$ cat src/hdl/assert_macros.svh
// Assertion macros shared by the vario tone generator RTL.
// No dependencies; define ASSERT_OFF to compile the checks out.
`ifndef ASSERT_MACROS_SVH
`define ASSERT_MACROS_SVH

`ifndef ASSERT_OFF

// Check prop at every rising clock edge outside reset.
`define VTBG_ASSERT(lbl, clk, rst, prop, msg) \
  lbl: assert property (@(posedge clk) disable iff (rst) prop) else $error(msg);

// Check prop at every rising clock edge, reset included.
`define VTBG_ASSERT_ALWAYS(lbl, clk, prop, msg) \
  lbl: assert property (@(posedge clk) prop) else $error(msg);

`else

`define VTBG_ASSERT(lbl, clk, rst, prop, msg)
`define VTBG_ASSERT_ALWAYS(lbl, clk, prop, msg)

`endif

`endif

$ cat src/hdl/vtbg_pkg.sv
// Package for the vario tone generator: widths, tables, register indexes
// and the request/response types of the serial interpolation unit.
// No dependencies.
`default_nettype none

package vtbg_pkg;

  localparam int RATE_W  = 13;
  localparam int FREQ_W  = 13;
  localparam int NUM_W   = 13;
  localparam int SPAN_W  = 15;
  localparam int DEN_W   = 12;
  localparam int BASE_W  = 14;
  localparam int PROD_W  = NUM_W + SPAN_W;
  localparam int LERP_W  = PROD_W + 2;
  localparam int MUL_STEPS = NUM_W;
  localparam int DIV_STEPS = PROD_W;
  localparam int CNT_W   = $clog2(PROD_W);

  localparam logic signed [RATE_W-1:0] MAX_CPS = 13'sd1000;
  localparam int SINK_SPAN_HZ   = 600;
  localparam int SINK_STEP_HZ   = 20;
  localparam int OFFSCALE_TICKS = 8;
  localparam int SINK_PERIOD    = 40;
  localparam int SINK_ON        = 30;
  localparam int ZEROES_PERIOD  = 30;
  localparam int ZEROES_ON      = 2;

  localparam logic [2:0] REG_SINK_TH   = 3'd0;
  localparam logic [2:0] REG_CLIMB_TH  = 3'd1;
  localparam logic [2:0] REG_ZEROES_TH = 3'd2;
  localparam logic [2:0] REG_XOVER_CPS = 3'd3;
  localparam logic [2:0] REG_MIN_FREQ  = 3'd4;
  localparam logic [2:0] REG_MAX_FREQ  = 3'd5;
  localparam logic [2:0] REG_XOVER_HZ  = 3'd6;

  localparam logic [FREQ_W-1:0] WARBLE_HZ [8] =
    '{13'd400, 13'd800, 13'd1200, 13'd1600, 13'd2000, 13'd1600, 13'd1200, 13'd800};
  localparam logic [FREQ_W-1:0] DESCEND_HZ [8] =
    '{13'd4000, 13'd3500, 13'd3000, 13'd2500, 13'd2000, 13'd1500, 13'd1000, 13'd500};
  localparam logic [5:0] CLIMB_PERIOD [10] =
    '{6'd16, 6'd14, 6'd12, 6'd10, 6'd9, 6'd8, 6'd7, 6'd6, 6'd5, 6'd4};
  localparam logic [4:0] BEEP_ON [10] =
    '{5'd10, 5'd9, 5'd8, 5'd7, 5'd6, 5'd5, 5'd4, 5'd3, 5'd2, 5'd2};

  typedef enum logic [1:0] {S_IDLE, S_CALC, S_PEND} tone_state_t;
  typedef enum logic [2:0] {L_IDLE, L_MUL, L_DIV, L_SUM, L_DONE} lerp_state_t;

  typedef struct packed {
    logic              go;
    logic [BASE_W-1:0] base;
    logic [NUM_W-1:0]  num;
    logic [SPAN_W-1:0] span;
    logic [DEN_W-1:0]  den;
  } lerp_req_t;

  typedef struct packed {
    logic              done;
    logic [LERP_W-1:0] value;
  } lerp_rsp_t;

  // Climb rate 0..999 in hundreds (index 0..9), by comparison against steps of 100.
  function automatic logic [3:0] beep_index(input logic [9:0] cps);
    logic [3:0] idx;
    idx = 4'd0;
    for (int k = 1; k < 10; k++) begin
      if (cps >= 10'(k * 100)) idx = idx + 4'd1;
    end
    return idx;
  endfunction

endpackage

`default_nettype wire

$ cat src/hdl/vtbg_lerp.sv
// Serial interpolation unit: base + (num * span) / den, truncating toward zero.
// Bit-serial shift-add multiply, then restoring divide one bit per cycle.
// Depends on vtbg_pkg and assert_macros.svh.
`default_nettype none
`include "assert_macros.svh"

module vtbg_lerp (
  input  wire logic                clk,
  input  wire logic                rst,
  input  wire vtbg_pkg::lerp_req_t req,
  output vtbg_pkg::lerp_rsp_t      rsp
);
  import vtbg_pkg::*;

  lerp_state_t lstate, lstate_next;
  logic [CNT_W-1:0]  cnt;
  logic [NUM_W-1:0]  mplier;
  logic [PROD_W-1:0] mcand;
  logic [PROD_W-1:0] acc;
  logic [DEN_W-1:0]  rem;
  logic [DEN_W-1:0]  dmag;
  logic              neg;
  logic [BASE_W-1:0] base;
  logic signed [LERP_W-1:0] value;

  logic [NUM_W-1:0]  num_mag;
  logic [SPAN_W-1:0] span_mag;
  logic [DEN_W-1:0]  den_mag;
  logic [DEN_W:0]    rem_sh;
  logic              quo_bit;
  logic signed [LERP_W-1:0] quo_s;

  assign num_mag  = req.num[NUM_W-1]   ? (~req.num + 1'b1)  : req.num;
  assign span_mag = req.span[SPAN_W-1] ? (~req.span + 1'b1) : req.span;
  assign den_mag  = req.den[DEN_W-1]   ? (~req.den + 1'b1)  : req.den;

  assign rem_sh  = {rem, acc[PROD_W-1]};
  assign quo_bit = (rem_sh >= {1'b0, dmag});
  assign quo_s   = $signed({{(LERP_W-PROD_W){1'b0}}, acc});

  always_comb begin
    lstate_next = lstate;
    unique case (lstate)
      L_IDLE: if (req.go) lstate_next = L_MUL;
      L_MUL:  if (cnt == '0) lstate_next = L_DIV;
      L_DIV:  if (cnt == '0) lstate_next = L_SUM;
      L_SUM:  lstate_next = L_DONE;
      L_DONE: lstate_next = L_IDLE;
      default: lstate_next = L_IDLE;
    endcase
  end

  always_comb begin
    rsp.done  = (lstate == L_DONE);
    rsp.value = value;
  end

  always_ff @(posedge clk) begin
    if (rst) begin
      lstate <= L_IDLE;
    end else begin
      lstate <= lstate_next;
    end
  end

  always_ff @(posedge clk) begin
    unique case (lstate)
      L_IDLE: begin
        mplier <= num_mag;
        mcand  <= {{(PROD_W-SPAN_W){1'b0}}, span_mag};
        acc    <= '0;
        dmag   <= den_mag;
        neg    <= req.num[NUM_W-1] ^ req.span[SPAN_W-1] ^ req.den[DEN_W-1];
        base   <= req.base;
        cnt    <= CNT_W'(MUL_STEPS - 1);
      end
      L_MUL: begin
        if (mplier[0]) acc <= acc + mcand;
        mcand  <= {mcand[PROD_W-2:0], 1'b0};
        mplier <= {1'b0, mplier[NUM_W-1:1]};
        if (cnt == '0) begin
          cnt <= CNT_W'(DIV_STEPS - 1);
          rem <= '0;
        end else begin
          cnt <= cnt - 1'b1;
        end
      end
      L_DIV: begin
        rem <= quo_bit ? DEN_W'(rem_sh - {1'b0, dmag}) : rem_sh[DEN_W-1:0];
        acc <= {acc[PROD_W-2:0], quo_bit};
        cnt <= cnt - 1'b1;
      end
      L_SUM: begin
        value <= $signed({{(LERP_W-BASE_W){base[BASE_W-1]}}, base}) + (neg ? -quo_s : quo_s);
      end
      L_DONE: begin
      end
      default: begin
      end
    endcase
  end

  `VTBG_ASSERT(a_go_when_idle, clk, rst, req.go |-> lstate == L_IDLE, "lerp request while busy")
  `VTBG_ASSERT(a_go_den_nonzero, clk, rst, req.go |-> req.den != '0, "lerp request with zero divisor")
  `VTBG_ASSERT(a_rem_below_den, clk, rst, (lstate == L_DIV) |-> rem < dmag, "divide remainder out of range")

endmodule

`default_nettype wire

$ cat src/hdl/vario_tone_beep_generator_unit.sv
// Vario tone generator top level: one climb-rate request in, one tone request out.
// Uses vtbg_pkg, vtbg_lerp and assert_macros.svh.
//
// Usage:
//   Rate channel (rate_valid/rate_stall, climb_rate_cps) carries one tick of climb
//   rate; tone channel (tone_valid/tone_stall, tone_freq_hz, tone_update) returns
//   exactly one request per tick. A request is taken on a rising edge with valid
//   high and stall low.
//   Result path: a counting tick, or a new beep that needs no interpolation, goes
//   to the output register as it is taken, or to the pending register if the
//   output is held. A new beep in the sink, climb or zeroes band runs the serial
//   interpolation unit (multiply, divide, sum, handoff) before its result goes out.
//   Throughput: one tick per cycle while counting and the output is not held; when
//   a beep starts, no new tick is taken until the serial multiply-divide is done.
//   Stall: the output register holds while tone_stall is high; one further tick
//   is taken and its result waits in a pending register; then rate_stall rises.
//   Reset: rst is synchronous; it restores the register defaults and clears the
//   tone state. Writes on cfg_write (cfg_index, cfg_data) also clear the tone
//   state; an index beyond the register list is ignored.
`default_nettype none
`include "assert_macros.svh"

module vario_tone_beep_generator_unit (
  input  wire  logic        clk,
  input  wire  logic        rst,
  input  wire  logic        rate_valid,
  output logic              rate_stall,
  input  wire  logic [11:0] climb_rate_cps,
  output logic              tone_valid,
  input  wire  logic        tone_stall,
  output logic [12:0]       tone_freq_hz,
  output logic              tone_update,
  input  wire  logic        cfg_write,
  input  wire  logic [2:0]  cfg_index,
  input  wire  logic [12:0] cfg_data
);
  import vtbg_pkg::*;

  tone_state_t state, state_next;

  logic [10:0] sink_th;
  logic [9:0]  climb_th;
  logic [10:0] zeroes_th;
  logic [9:0]  xover_cps;
  logic [12:0] min_freq;
  logic [12:0] max_freq;
  logic [12:0] xover_freq;

  logic [11:0] latched_rate;
  logic [12:0] current_freq;
  logic [5:0]  period_left;
  logic [4:0]  on_ticks;
  logic [5:0]  tick_count;

  logic [12:0] pend_freq;
  logic        pend_upd;

  logic signed [RATE_W-1:0] cps13, lat13, sink13, zth13, climb13, xcps13;
  logic signed [SPAN_W-1:0] min15, max15, xf15;
  logic        accept, out_free, start_cond, cfg_hit;
  logic        lerp_band, st_lerp;
  logic [5:0]  st_period;
  logic [4:0]  st_on;
  logic [12:0] st_direct;
  logic [3:0]  beep_idx;
  logic signed [RATE_W-1:0] den13;
  logic [5:0]  tick_inc;
  logic [12:0] nf;
  logic        cd_upd;
  logic        res_now, res_upd_d;
  logic [12:0] res_freq_d, lerp_freq;
  lerp_req_t   lreq;
  lerp_rsp_t   lrsp;

  function automatic logic [12:0] clamp_freq(input logic signed [LERP_W-1:0] f,
                                             input logic [12:0] lo,
                                             input logic [12:0] hi);
    logic [12:0] r;
    if (f < $signed({{(LERP_W-13){1'b0}}, lo})) r = lo;
    else if (f > $signed({{(LERP_W-13){1'b0}}, hi})) r = hi;
    else r = f[12:0];
    return r;
  endfunction

  assign cps13   = $signed({climb_rate_cps[11], climb_rate_cps});
  assign lat13   = $signed({latched_rate[11], latched_rate});
  assign sink13  = $signed({{2{sink_th[10]}}, sink_th});
  assign zth13   = $signed({{2{zeroes_th[10]}}, zeroes_th});
  assign climb13 = $signed({3'b000, climb_th});
  assign xcps13  = $signed({3'b000, xover_cps});
  assign min15   = $signed({2'b00, min_freq});
  assign max15   = $signed({2'b00, max_freq});
  assign xf15    = $signed({2'b00, xover_freq});

  assign accept     = rate_valid && !rate_stall;
  assign out_free   = !tone_valid || !tone_stall;
  assign start_cond = (period_left == '0) || (cps13 >= climb13 && lat13 < climb13);
  assign cfg_hit    = cfg_write && (cfg_index <= REG_XOVER_HZ);
  assign lerp_freq  = clamp_freq($signed(lrsp.value), min_freq, max_freq);

  // Band decode for a new beep.
  always_comb begin
    st_period = '0;
    st_on     = '0;
    st_direct = '0;
    lerp_band = 1'b0;
    beep_idx  = beep_index(cps13[9:0]);
    lreq.base = {1'b0, min_freq};
    lreq.num  = NUM_W'(cps13 - zth13);
    lreq.span = SPAN_W'(xf15 - min15);
    den13     = xcps13 - zth13;
    if (cps13 <= sink13) begin
      if (cps13 <= -MAX_CPS) begin
        st_period = 6'(OFFSCALE_TICKS);
        st_on     = 5'(OFFSCALE_TICKS);
        st_direct = DESCEND_HZ[0];
      end else begin
        st_period = 6'(SINK_PERIOD);
        st_on     = 5'(SINK_ON);
        lerp_band = 1'b1;
        lreq.base = {2'b00, max_freq[12:1]};
        lreq.num  = NUM_W'(cps13 + MAX_CPS);
        lreq.span = SPAN_W'(min15 + SPAN_W'(SINK_SPAN_HZ) - $signed({3'b000, max_freq[12:1]}));
        den13     = sink13 + MAX_CPS;
      end
    end else if (cps13 >= climb13) begin
      if (cps13 >= MAX_CPS) begin
        st_period = 6'(OFFSCALE_TICKS);
        st_on     = 5'(OFFSCALE_TICKS);
        st_direct = WARBLE_HZ[0];
      end else begin
        st_period = CLIMB_PERIOD[beep_idx];
        st_on     = BEEP_ON[beep_idx];
        lerp_band = 1'b1;
        if (cps13 > xcps13) begin
          lreq.base = {1'b0, xover_freq};
          lreq.num  = NUM_W'(cps13 - xcps13);
          lreq.span = SPAN_W'(max15 - xf15);
          den13     = MAX_CPS - xcps13;
        end
      end
    end else if (cps13 >= zth13) begin
      st_period = 6'(ZEROES_PERIOD);
      st_on     = 5'(ZEROES_ON);
      lerp_band = 1'b1;
    end
    lreq.den = den13[DEN_W-1:0];
    st_lerp  = lerp_band && (den13 != '0);
    if (lerp_band && den13 == '0) begin
      st_direct = clamp_freq($signed({{(LERP_W-13){1'b0}}, min_freq}), min_freq, max_freq);
    end
    lreq.go  = accept && start_cond && st_lerp;
  end

  // Countdown within a running beep.
  always_comb begin
    tick_inc = tick_count + 6'd1;
    if (tick_inc >= {1'b0, on_ticks}) nf = '0;
    else if (lat13 >= MAX_CPS) nf = WARBLE_HZ[tick_inc[2:0]];
    else if (lat13 <= -MAX_CPS) nf = DESCEND_HZ[tick_inc[2:0]];
    else if (lat13 <= sink13) begin
      nf = (current_freq > 13'(SINK_STEP_HZ)) ? current_freq - 13'(SINK_STEP_HZ) : '0;
    end else nf = current_freq;
    cd_upd = (nf != current_freq);
  end

  always_comb begin
    state_next = state;
    unique case (state)
      S_IDLE: begin
        if (accept && start_cond && st_lerp) state_next = S_CALC;
        else if (accept && !out_free) state_next = S_PEND;
      end
      S_CALC: if (lrsp.done) state_next = out_free ? S_IDLE : S_PEND;
      S_PEND: if (out_free) state_next = S_IDLE;
      default: state_next = S_IDLE;
    endcase
  end

  always_comb begin
    rate_stall = (state != S_IDLE);
    res_now    = 1'b0;
    res_freq_d = pend_freq;
    res_upd_d  = pend_upd;
    unique case (state)
      S_IDLE: begin
        res_now    = accept && !(start_cond && st_lerp);
        res_freq_d = start_cond ? st_direct : nf;
        res_upd_d  = start_cond ? 1'b1 : cd_upd;
      end
      S_CALC: begin
        res_now    = lrsp.done;
        res_freq_d = lerp_freq;
        res_upd_d  = 1'b1;
      end
      S_PEND: res_now = 1'b1;
      default: res_now = 1'b0;
    endcase
  end

  vtbg_lerp u_lerp (
    .clk (clk),
    .rst (rst),
    .req (lreq),
    .rsp (lrsp)
  );

  always_ff @(posedge clk) begin
    if (rst) begin
      state        <= S_IDLE;
      tone_valid   <= 1'b0;
      sink_th      <= 11'h706;
      climb_th     <= 10'd50;
      zeroes_th    <= 11'd5;
      xover_cps    <= 10'd400;
      min_freq     <= 13'd200;
      max_freq     <= 13'd3200;
      xover_freq   <= 13'd1000;
      latched_rate <= '0;
      current_freq <= '0;
      period_left  <= '0;
      on_ticks     <= '0;
      tick_count   <= '0;
    end else begin
      state <= state_next;
      if (res_now && out_free) tone_valid <= 1'b1;
      else if (out_free) tone_valid <= 1'b0;

      if (cfg_write) begin
        case (cfg_index)
          REG_SINK_TH:   sink_th    <= cfg_data[10:0];
          REG_CLIMB_TH:  climb_th   <= cfg_data[9:0];
          REG_ZEROES_TH: zeroes_th  <= cfg_data[10:0];
          REG_XOVER_CPS: xover_cps  <= cfg_data[9:0];
          REG_MIN_FREQ:  min_freq   <= cfg_data;
          REG_MAX_FREQ:  max_freq   <= cfg_data;
          REG_XOVER_HZ:  xover_freq <= cfg_data;
          default: begin
          end
        endcase
      end

      if (cfg_hit) begin
        latched_rate <= '0;
        current_freq <= '0;
        period_left  <= '0;
        on_ticks     <= '0;
        tick_count   <= '0;
      end else if (accept) begin
        if (start_cond) begin
          latched_rate <= climb_rate_cps;
          tick_count   <= '0;
          period_left  <= st_period;
          on_ticks     <= st_on;
          current_freq <= st_direct;
        end else begin
          tick_count   <= tick_inc;
          period_left  <= period_left - 6'd1;
          current_freq <= nf;
        end
      end else if (state == S_CALC && lrsp.done) begin
        current_freq <= lerp_freq;
      end
    end
  end

  always_ff @(posedge clk) begin
    if (res_now && out_free) begin
      tone_freq_hz <= res_freq_d;
      tone_update  <= res_upd_d;
    end
    if (res_now && !out_free) begin
      pend_freq <= res_freq_d;
      pend_upd  <= res_upd_d;
    end
  end

  `VTBG_ASSERT(a_pend_has_output, clk, rst, (state == S_PEND) |-> tone_valid, "pending result without a held output")
  `VTBG_ASSERT(a_done_in_calc, clk, rst, lrsp.done |-> state == S_CALC, "interpolation result with no request waiting")
  `VTBG_ASSERT(a_calc_has_period, clk, rst, (state == S_CALC) |-> period_left != '0, "interpolated beep with empty period")

endmodule

`default_nettype wire
$ cat config.mk
export PLATFORM = sky130hd
export DESIGN_NAME = vario_tone_beep_generator_unit
export DESIGN_NICKNAME = d
export VERILOG_FILES = /design/src/hdl/vtbg_pkg.sv /design/src/hdl/vtbg_lerp.sv /design/src/hdl/vario_tone_beep_generator_unit.sv
export VERILOG_INCLUDE_DIRS = /design/src /design/src/hdl
export SDC_FILE = /design/constraint.sdc
export NUM_CORES = 1
export LEC_CHECK = 0
export BUFFER_PORTS_ARGS = -buffer_cell sky130_fd_sc_hd__buf_2
export CORE_ASPECT_RATIO = 0.8
export CORE_UTILIZATION = 42
export CTS_BUF_LIST = sky130_fd_sc_hd__clkbuf_8
export CTS_CLUSTER_SIZE = 28
export DETAILED_ROUTE_END_ITERATION = 7
export PLACE_DENSITY = 0.7
export SKIP_LAST_GASP = 1
export SYNTH_ARGS = -nofsm -noshare
export SYNTH_HDL_FRONTEND = slang
export SYNTH_SLANG_ARGS = --single-unit
$ cat constraint.sdc
create_clock -name clk -period 5.56 [get_ports clk]
set_clock_uncertainty 0.2 [all_clocks]
set_input_delay 0 -clock clk [delete_from_list [all_inputs] [get_ports clk]]
set_output_delay 0 -clock clk [all_outputs]
set_load 0.01 [all_outputs]
==> flow_metrics.tcl, run 1 <==
set metrics [dict create \
    outcome "complete, no violations" \
    synth_cell_types 108 \
    clk_pin_slew_ps 70 \
    slew_viol_final 0 \
    rows 80 \
    max_cap_viol_count 0 \
    grt-ovfl-total 0 \
    min_path_type "in2reg" \
    vias 24200 \
    wire_per_inst_um 20.0 \
    synth_compound_area_frac 0.219 \
    synthArstFlopShare 0 \
    synth_top_family_by_area "compound AO/OA/AOI/OAI gates" \
    netlist_top_cells_area "edfxtp_1 (20%), ha_1 (12%), dfxtp_1 (10%)" \
    min_period_ps 5310 \
    drive_gt1_frac 0.0831 \
    critPathCaptureType "register" \
    power_frac_clock 0.229 \
    drtAntennaViolNets 0 \
    ff2ff_setup_slack_ps 280 \
    seq_power_share 0.333 \
    regMostFlops "u_lerp.value" \
    die_h_um 224 \
    sw_frac_of_total 0.401 \
    yosys.area_share.simple 0.201 \
    rsz0062_at_grt "false" \
    fin_setup_tns_ps 0 \
    crit_required_ps 5900 \
    r2r_cells 18 \
    crit_chain "dlygate4sd3_1 -> buf_2 -> nor3_1 -> o21a_1 -> ha_1 -> xor2_1 -> ha_1 -> nor2b_1 -> mux2_2 -> a311oi_2 -> nand2_1 -> o21ai_0 -> ha_1 -> nand2_1 -> mux2i_1 -> a211o_1 -> ha_1 -> nand2b_1 -> o21a_1 -> ha_1 -> nor2_1 -> a21o_1 -> a2111oi_1 -> a2111oi_2" \
    mostFrequentLayoutCells "nand2_1 (372), ha_1 (250), a21oi_1 (249)" \
    reg.largest.list "u_lerp.value x30, u_lerp.acc x28, u_lerp.mcand x28" \
    fin_area_um2 28500 \
    grt_pass1_wl_mm 127 \
    grt_max_degree 90 \
    syn-instance-count 3106 \
    clock_path_buffers 3 \
    dr.pass1.iters 6 \
    final-hold-violation-count 0 \
    viasPerCell 5.99 \
    p_int_uw 5450 \
    criticalPathCategory "in2reg" \
    ir_worst_vdd_mv 0.219 \
    dp_hpwl_mm 61.5 \
    die-area_um2 62400 \
    ys_seq_area_frac 0.298 \
    cp_max_fo 11 \
    synth_fa_ha_area_frac 0.128 \
    combPwrFrac 0.439 \
    portBuffers 48 \
    reg2reg_from "sink_th[5]$_SDFFE_PP0P_" \
    nets 3475 \
    crit_family "compound AO/OA/AOI/OAI gates" \
    slowest_delay_ps 540 \
    worstMarginPinSlew_ps 1100 \
    hold_start "cfg_data[10]" \
    hold_depth 4 \
    max_slew_margin 0.265 \
    leakage_uw 0.0114 \
    ys_warn_count 0 \
    final-setup-viol-count 0 \
    yosys.area.top_type "edfxtp_1" \
    cts-buffers-inserted 52 \
    min_to "min_freq[10]$_SDFFE_PP0P_" \
    syn_area_um2 25800 \
    synth_flop_cell "edfxtp_1" \
    drt_iter0_markers 2810 \
    core_area_um2 60200 \
    final_common_cell "nand2_1" \
    synth_edf_count 170 \
    cts_tree "yes" \
    insertion_delay_ps 680 \
    die_x_um 279 \
    r2r_end "state[1]$_SDFFE_PP0P_" \
    regArea_um2 7690 \
    syn-mean-instance-area_um2 8.30 \
    worst_path_most_repeated_cell "ha_1" \
    area_delta_synth_final_pct 10.7 \
    synth_nets 3398 \
    cp_slowest_cell "dlygate4sd3_1" \
    routed_wirelength_mm 80.8 \
    ctsHtreeMaxLevel 2 \
    max_freq_mhz 188 \
    start_kind "primary input" \
    cts_num_sinks 299 \
    multi_input_area_um2 16800 \
    final.period_utilization 0.955 \
    n_fill_cell 5867 \
    cp.arrival_ps 5640 \
    grtUsageTotal 0.256 \
    start_util 0.428 \
    num_antenna_cells 0 \
    ios 49 \
    worstPathBufferInverterCount 2 \
    largest_register_ffs 30 \
    synth_seq_cells 299 \
    first_global_vias 22200 \
    postCtsSetupBuffers 0 \
    clockRootBuffer "clkbuf_8" \
    synth_xor_xnor_area_share 0.0699 \
    netSwitchingPower_uw 3660 \
    antenna_found_initial 0 \
    dpl-instance-area_um2 27000 \
    power_density_nw_per_um2 319 \
    synth.area.mux_share 0.0322 \
    gp_congestion 1.01 \
    synth_top_area_share 0.198 \
    drc_errors 0 \
]
## per-layer routing
layer / up-vias / share of wire / track usage
li1: 11500 / - / -
met1: 11400 / 0.46 / 0.381
met2: 1132 / 0.41 / 0.370
met3: 157 / 0.10 / 0.0505
met4: 0 / 0.025 / 0.0720
met5: - / 0 / 0
## cells in the mapped netlist (11+ instances only)
cell type and n:
nor3_1 102, and3_1 40, edfxtp_1 170, a22oi_1 12, ha_1 250, o22ai_1 24, or2_2 13, nand3b_1 24
o31ai_1 17, inv_1 200, or4_1 13, o21ai_0 159, o21a_1 43, mux2_2 15, mux2i_1 66, nand2b_1 33
a21oi_1 249, a2111oi_0 12, nor2_1 230, nand2_1 373, a221oi_1 25, a211o_1 21, dfxtp_1 129, a31oi_1 31
clkbuf_1 116, o21bai_1 20, buf_2 11, nor4_1 23, a211oi_1 30, nand4_1 26, a21o_1 50, o21ai_1 11
or3_1 23, nor2b_1 37, xnor2_1 124, nand3_1 72, o211ai_1 31, xor2_1 71
## repair_timing
action | CTS | global route
resized for setup | 0 | 1
hold endpoints to repair | 149 | 0
hold buffers | 46 | 0
setup endpoints to repair | 0 | 2
## how the worst max path moves through the flow
stage / startpoint / endpoint / slack [ps] / depth (start not counted)
floorplan: climb_rate_cps[6] / on_ticks[3]$_SDFFE_PP0P_ / 100 / 25
CTS: climb_rate_cps[8] / on_ticks[3]$_SDFFE_PP0P_ / 260 / 23
global route: climb_rate_cps[4] / on_ticks[3]$_SDFFE_PP0P_ / 0.9 / 23
detailed placement: climb_rate_cps[8] / on_ticks[3]$_SDFFE_PP0P_ / 110 / 22
global placement: climb_rate_cps[8] / on_ticks[3]$_SDFFE_PP0P_ / 240 / 22
finish: climb_rate_cps[8] / on_ticks[3]$_SDFFE_PP0P_ / 250 / 24
## worst min-delay path: cells and delay by family
kind            cells  cell delay (ps)
simple gates        1               80
compound gates      1               50
buf+inv             2              750
## cells by family (layout without fill, tap and decap cells)
family          count (synthesis)  after routing
xor+xnor                      199            199
simple gates                 1069           1069
fa+ha+maj                     259            259
other cells                     1              1
flops                         299            299
compound gates                860            860
mux                            81             81
buf+inv                       338            458
## cell type report
class,count,share of cell area
Clock buffer,58,0.0280
Clock inverter,39,0.00882
Inverter,201,0.0265
Multi-Input combinational cell,2469,0.589
Sequential cell,299,0.270
Tap cell,820,0.0360
Timing Repair Buffer,160,0.0418
## metrics by stage
step	utilization	setup WS [ps]	hold WS (ps)	instances	total power (uW)
3_3_place_gp	0.449	243	58.6	3902	6920
6_report	0.474	251	45.1	4046	9110
4_1_cts	0.474	257	7.78	4045	9080
5_1_grt	0.474	0.875	41.0	4046	9720
3_5_place_dp	0.449	111	51.6	3902	6960
2_1_floorplan	-	101	-82.2	3106	6030
## power groups by stage
stage | logic (uW) | registers, uW | clock network [uW]
after floorplan | 3090 | 2950 | 0
after global placement | 3860 | 3060 | 0
after detailed placement | 3890 | 3070 | 0
after CTS | 3940 | 3020 | 2120
after global routing | 4440 | 3060 | 2210
final | 4000 | 3030 | 2080
No activity file was read; power rests on OpenSTA's default activity.
==> run 2, diff against run 1 <==
--- a/config.mk
+++ b/config.mk
@@ -12,7 +12,7 @@
 export CTS_BUF_LIST = sky130_fd_sc_hd__clkbuf_8
 export CTS_CLUSTER_SIZE = 28
 export DETAILED_ROUTE_END_ITERATION = 7
-export PLACE_DENSITY = 0.7
+export PLACE_DENSITY = 0.68
 export SKIP_LAST_GASP = 1
 export SYNTH_ARGS = -nofsm -noshare
 export SYNTH_HDL_FRONTEND = slang
==> constraint.sdc (replaced) <==
create_clock -name clk -period 5.2 [get_ports clk]
set_clock_uncertainty 0.2 [all_clocks]
set_input_delay 0 -clock clk [delete_from_list [all_inputs] [get_ports clk]]
set_output_delay 0 -clock clk [all_outputs]
set_load 0.01 [all_outputs]
==> flow_metrics.tcl, run 2 (synthesized netlist as in run 1, its figures left out) <==
set metrics [dict create \
    drc_errors 0 \
    final-hold-violation-count 0 \
    n_fill_cell 5853 \
    die_h_um 224 \
    dr.pass1.iters 6 \
    max_cap_viol_count 0 \
    criticalPathCategory "in2reg" \
    worstPathBufferInverterCount 4 \
    cts-buffers-inserted 52 \
    antenna_found_initial 1 \
    start_kind "primary input" \
    power_density_nw_per_um2 342 \
    multi_input_area_um2 16900 \
    first_global_vias 22300 \
    ctsHtreeMaxLevel 2 \
    drtAntennaViolNets 0 \
    portBuffers 48 \
    dp_slack_ps -164 \
    max_slew_margin 0.240 \
    area_delta_synth_final_pct 12.6 \
    crit_required_ps 5580 \
    min_to "zeroes_th[6]$_SDFFE_PP0P_" \
    cp_max_fo 16 \
    final.period_utilization 0.960 \
    gp_congestion 0.975 \
    critPathCaptureType "register" \
    hold_start "cfg_data[6]" \
    wire_per_inst_um 20.2 \
    insertion_delay_ps 700 \
    cp.arrival_ps 5370 \
    grt-ovfl-total 0 \
    reg.largest.list "u_lerp.value x30, u_lerp.acc x28, u_lerp.mcand x28" \
    path_depth 24 \
    rows 80 \
    regArea_um2 7690 \
    r2r_end "tone_freq_hz[9]$_DFFE_PP_" \
    die-area_um2 62400 \
    mostFrequentLayoutCells "nand2_1 (372), a21oi_1 (248), ha_1 (248)" \
    ff2ff_setup_slack_ps 330 \
    slowest_delay_ps 530 \
    cts_tree "yes" \
    max_freq_mhz 200 \
    crit_family "compound AO/OA/AOI/OAI gates" \
    leakage_uw 0.0117 \
    hold_depth 4 \
    drive_gt1_frac 0.0940 \
    largest_register_ffs 30 \
    grtUsageTotal 0.260 \
    ir_worst_vdd_mv 0.263 \
    fin_setup_tns_ps 0 \
    start_util 0.428 \
    min_path_type "in2reg" \
    reg2reg_from "xover_cps[6]$_SDFFE_PP0P_" \
    worstMarginPinSlew_ps 1140 \
    nets 3515 \
    die_x_um 279 \
    r2r_cells 19 \
    finalWorstSetupSlack_ps 210 \
    routed_wirelength_mm 82.5 \
    worst_path_most_repeated_cell "ha_1" \
    clk_pin_slew_ps 70 \
    drt_iter0_markers 2724 \
    core_area_um2 60200 \
    cts_num_sinks 299 \
    grt_max_degree 89 \
    dp_hpwl_mm 63.1 \
    grt_pass1_wl_mm 128 \
    viasPerCell 5.88 \
    clock_path_buffers 3 \
    final-setup-viol-count 0 \
    outcome "complete, no violations" \
    regMostFlops "u_lerp.value" \
    ios 49 \
    min_period_ps 4990 \
    vias 24000 \
    final_common_cell "nand2_1" \
    cp_slowest_cell "dlygate4sd3_1" \
    crit_chain "dlygate4sd3_1 -> buf_2 -> buf_6 -> a21o_1 -> a211o_1 -> buf_4 -> mux2i_1 -> xor2_1 -> a21oi_2 -> ha_1 -> o21ai_1 -> xnor2_1 -> o21ai_0 -> ha_1 -> nand2b_1 -> mux2i_2 -> a211o_1 -> ha_1 -> nand2b_1 -> o21a_2 -> ha_4 -> nor4_4 -> a2111oi_4 -> a2111oi_2" \
    clockRootBuffer "clkbuf_8" \
    slew_viol_final 0 \
]
[run 2: changes by cell type in the layout (fill, tap and decap cells not counted), sizes merged]
cell and delta:
diode +1, inv +2, bufinv +2, buf +29
clkbuf -2, clkinvlp -3, dlygate4sd3 +12
[run 2: layer usage]
metal  GRT usage  routed length, um
met1       0.381              38300
met2       0.375              33600
met3      0.0587               8320
met4      0.0819               2230
met5           0                  0
[run 2: power by group]
group | total (uW) | internal (uW) | switching (uW) | leakage, uW
clock network | 2320 | 1220 | 1090 | 0.000605
logic | 4390 | 1790 | 2610 | 0.00830
registers | 3210 | 2950 | 263 | 0.00278
total | 9920 | 5960 | 3960 | 0.0117
[run 2: how the worst max path moves through the flow]
stage | start | slack (ps) | end
2_1_floorplan | climb_rate_cps[6] | -80 | on_ticks[3]$_SDFFE_PP0P_
3_3_place_gp | climb_rate_cps[5] | -110 | tone_freq_hz[12]$_DFFE_PP_
3_5_place_dp | climb_rate_cps[4] | -160 | on_ticks[3]$_SDFFE_PP0P_
4_1_cts | climb_rate_cps[4] | 9 | on_ticks[3]$_SDFFE_PP0P_
5_1_grt | climb_rate_cps[3] | -80 | on_ticks[3]$_SDFFE_PP0P_
6_report | climb_rate_cps[3] | 210 | on_ticks[3]$_SDFFE_PP0P_
[run 2: area by class of cell]
cell class / instances / area share
multi-input combinational: 2469 / 0.583
sequential: 299 / 0.265
timing repair buffer: 200 / 0.0533
tap: 820 / 0.0353
clock buffer: 57 / 0.0270
inverter: 201 / 0.0260
clock inverter: 40 / 0.0103
antenna: 1 / 0.0000862
[run 2: stage by stage]
step	total power, uW	utilization	hold slack [ps]	instance area, um^2	cells
2_1_floorplan	6450	-	-82.2	25800	3106
3_3_place_gp	7440	0.452	58.6	27200	3929
3_5_place_dp	7490	0.452	65.7	27200	3929
4_1_cts	9850	0.480	3.19	28900	4084
5_1_grt	10600	0.483	52.2	29000	4087
6_report	9920	0.483	45.4	29000	4087
[run 2: timing repair]
action	in CTS	in global routing
endpoints found under the setup margin	28	36
setup buffers	0	2
endpoints found under the hold margin	150	0
pin swaps	0	11
resized for setup	1	24
hold buffers	58	0
[run 2: worst register-to-register path, stage by stage, from the launching register on]
cell and delay [ps]:
dfxtp_1 440, inv_1 100, ha_1 370, a21o_1 250, a21oi_1 220, o211ai_1 130
o211ai_1 300, a21oi_2 90, a22oi_1 240, o21ai_0 160, inv_1 100, ha_1 200
inv_1 50, a221oi_1 210, nand4b_1 250, buf_4 230, nor4_4 310, buf_12 220
a21oi_1 100, nor3_1 420
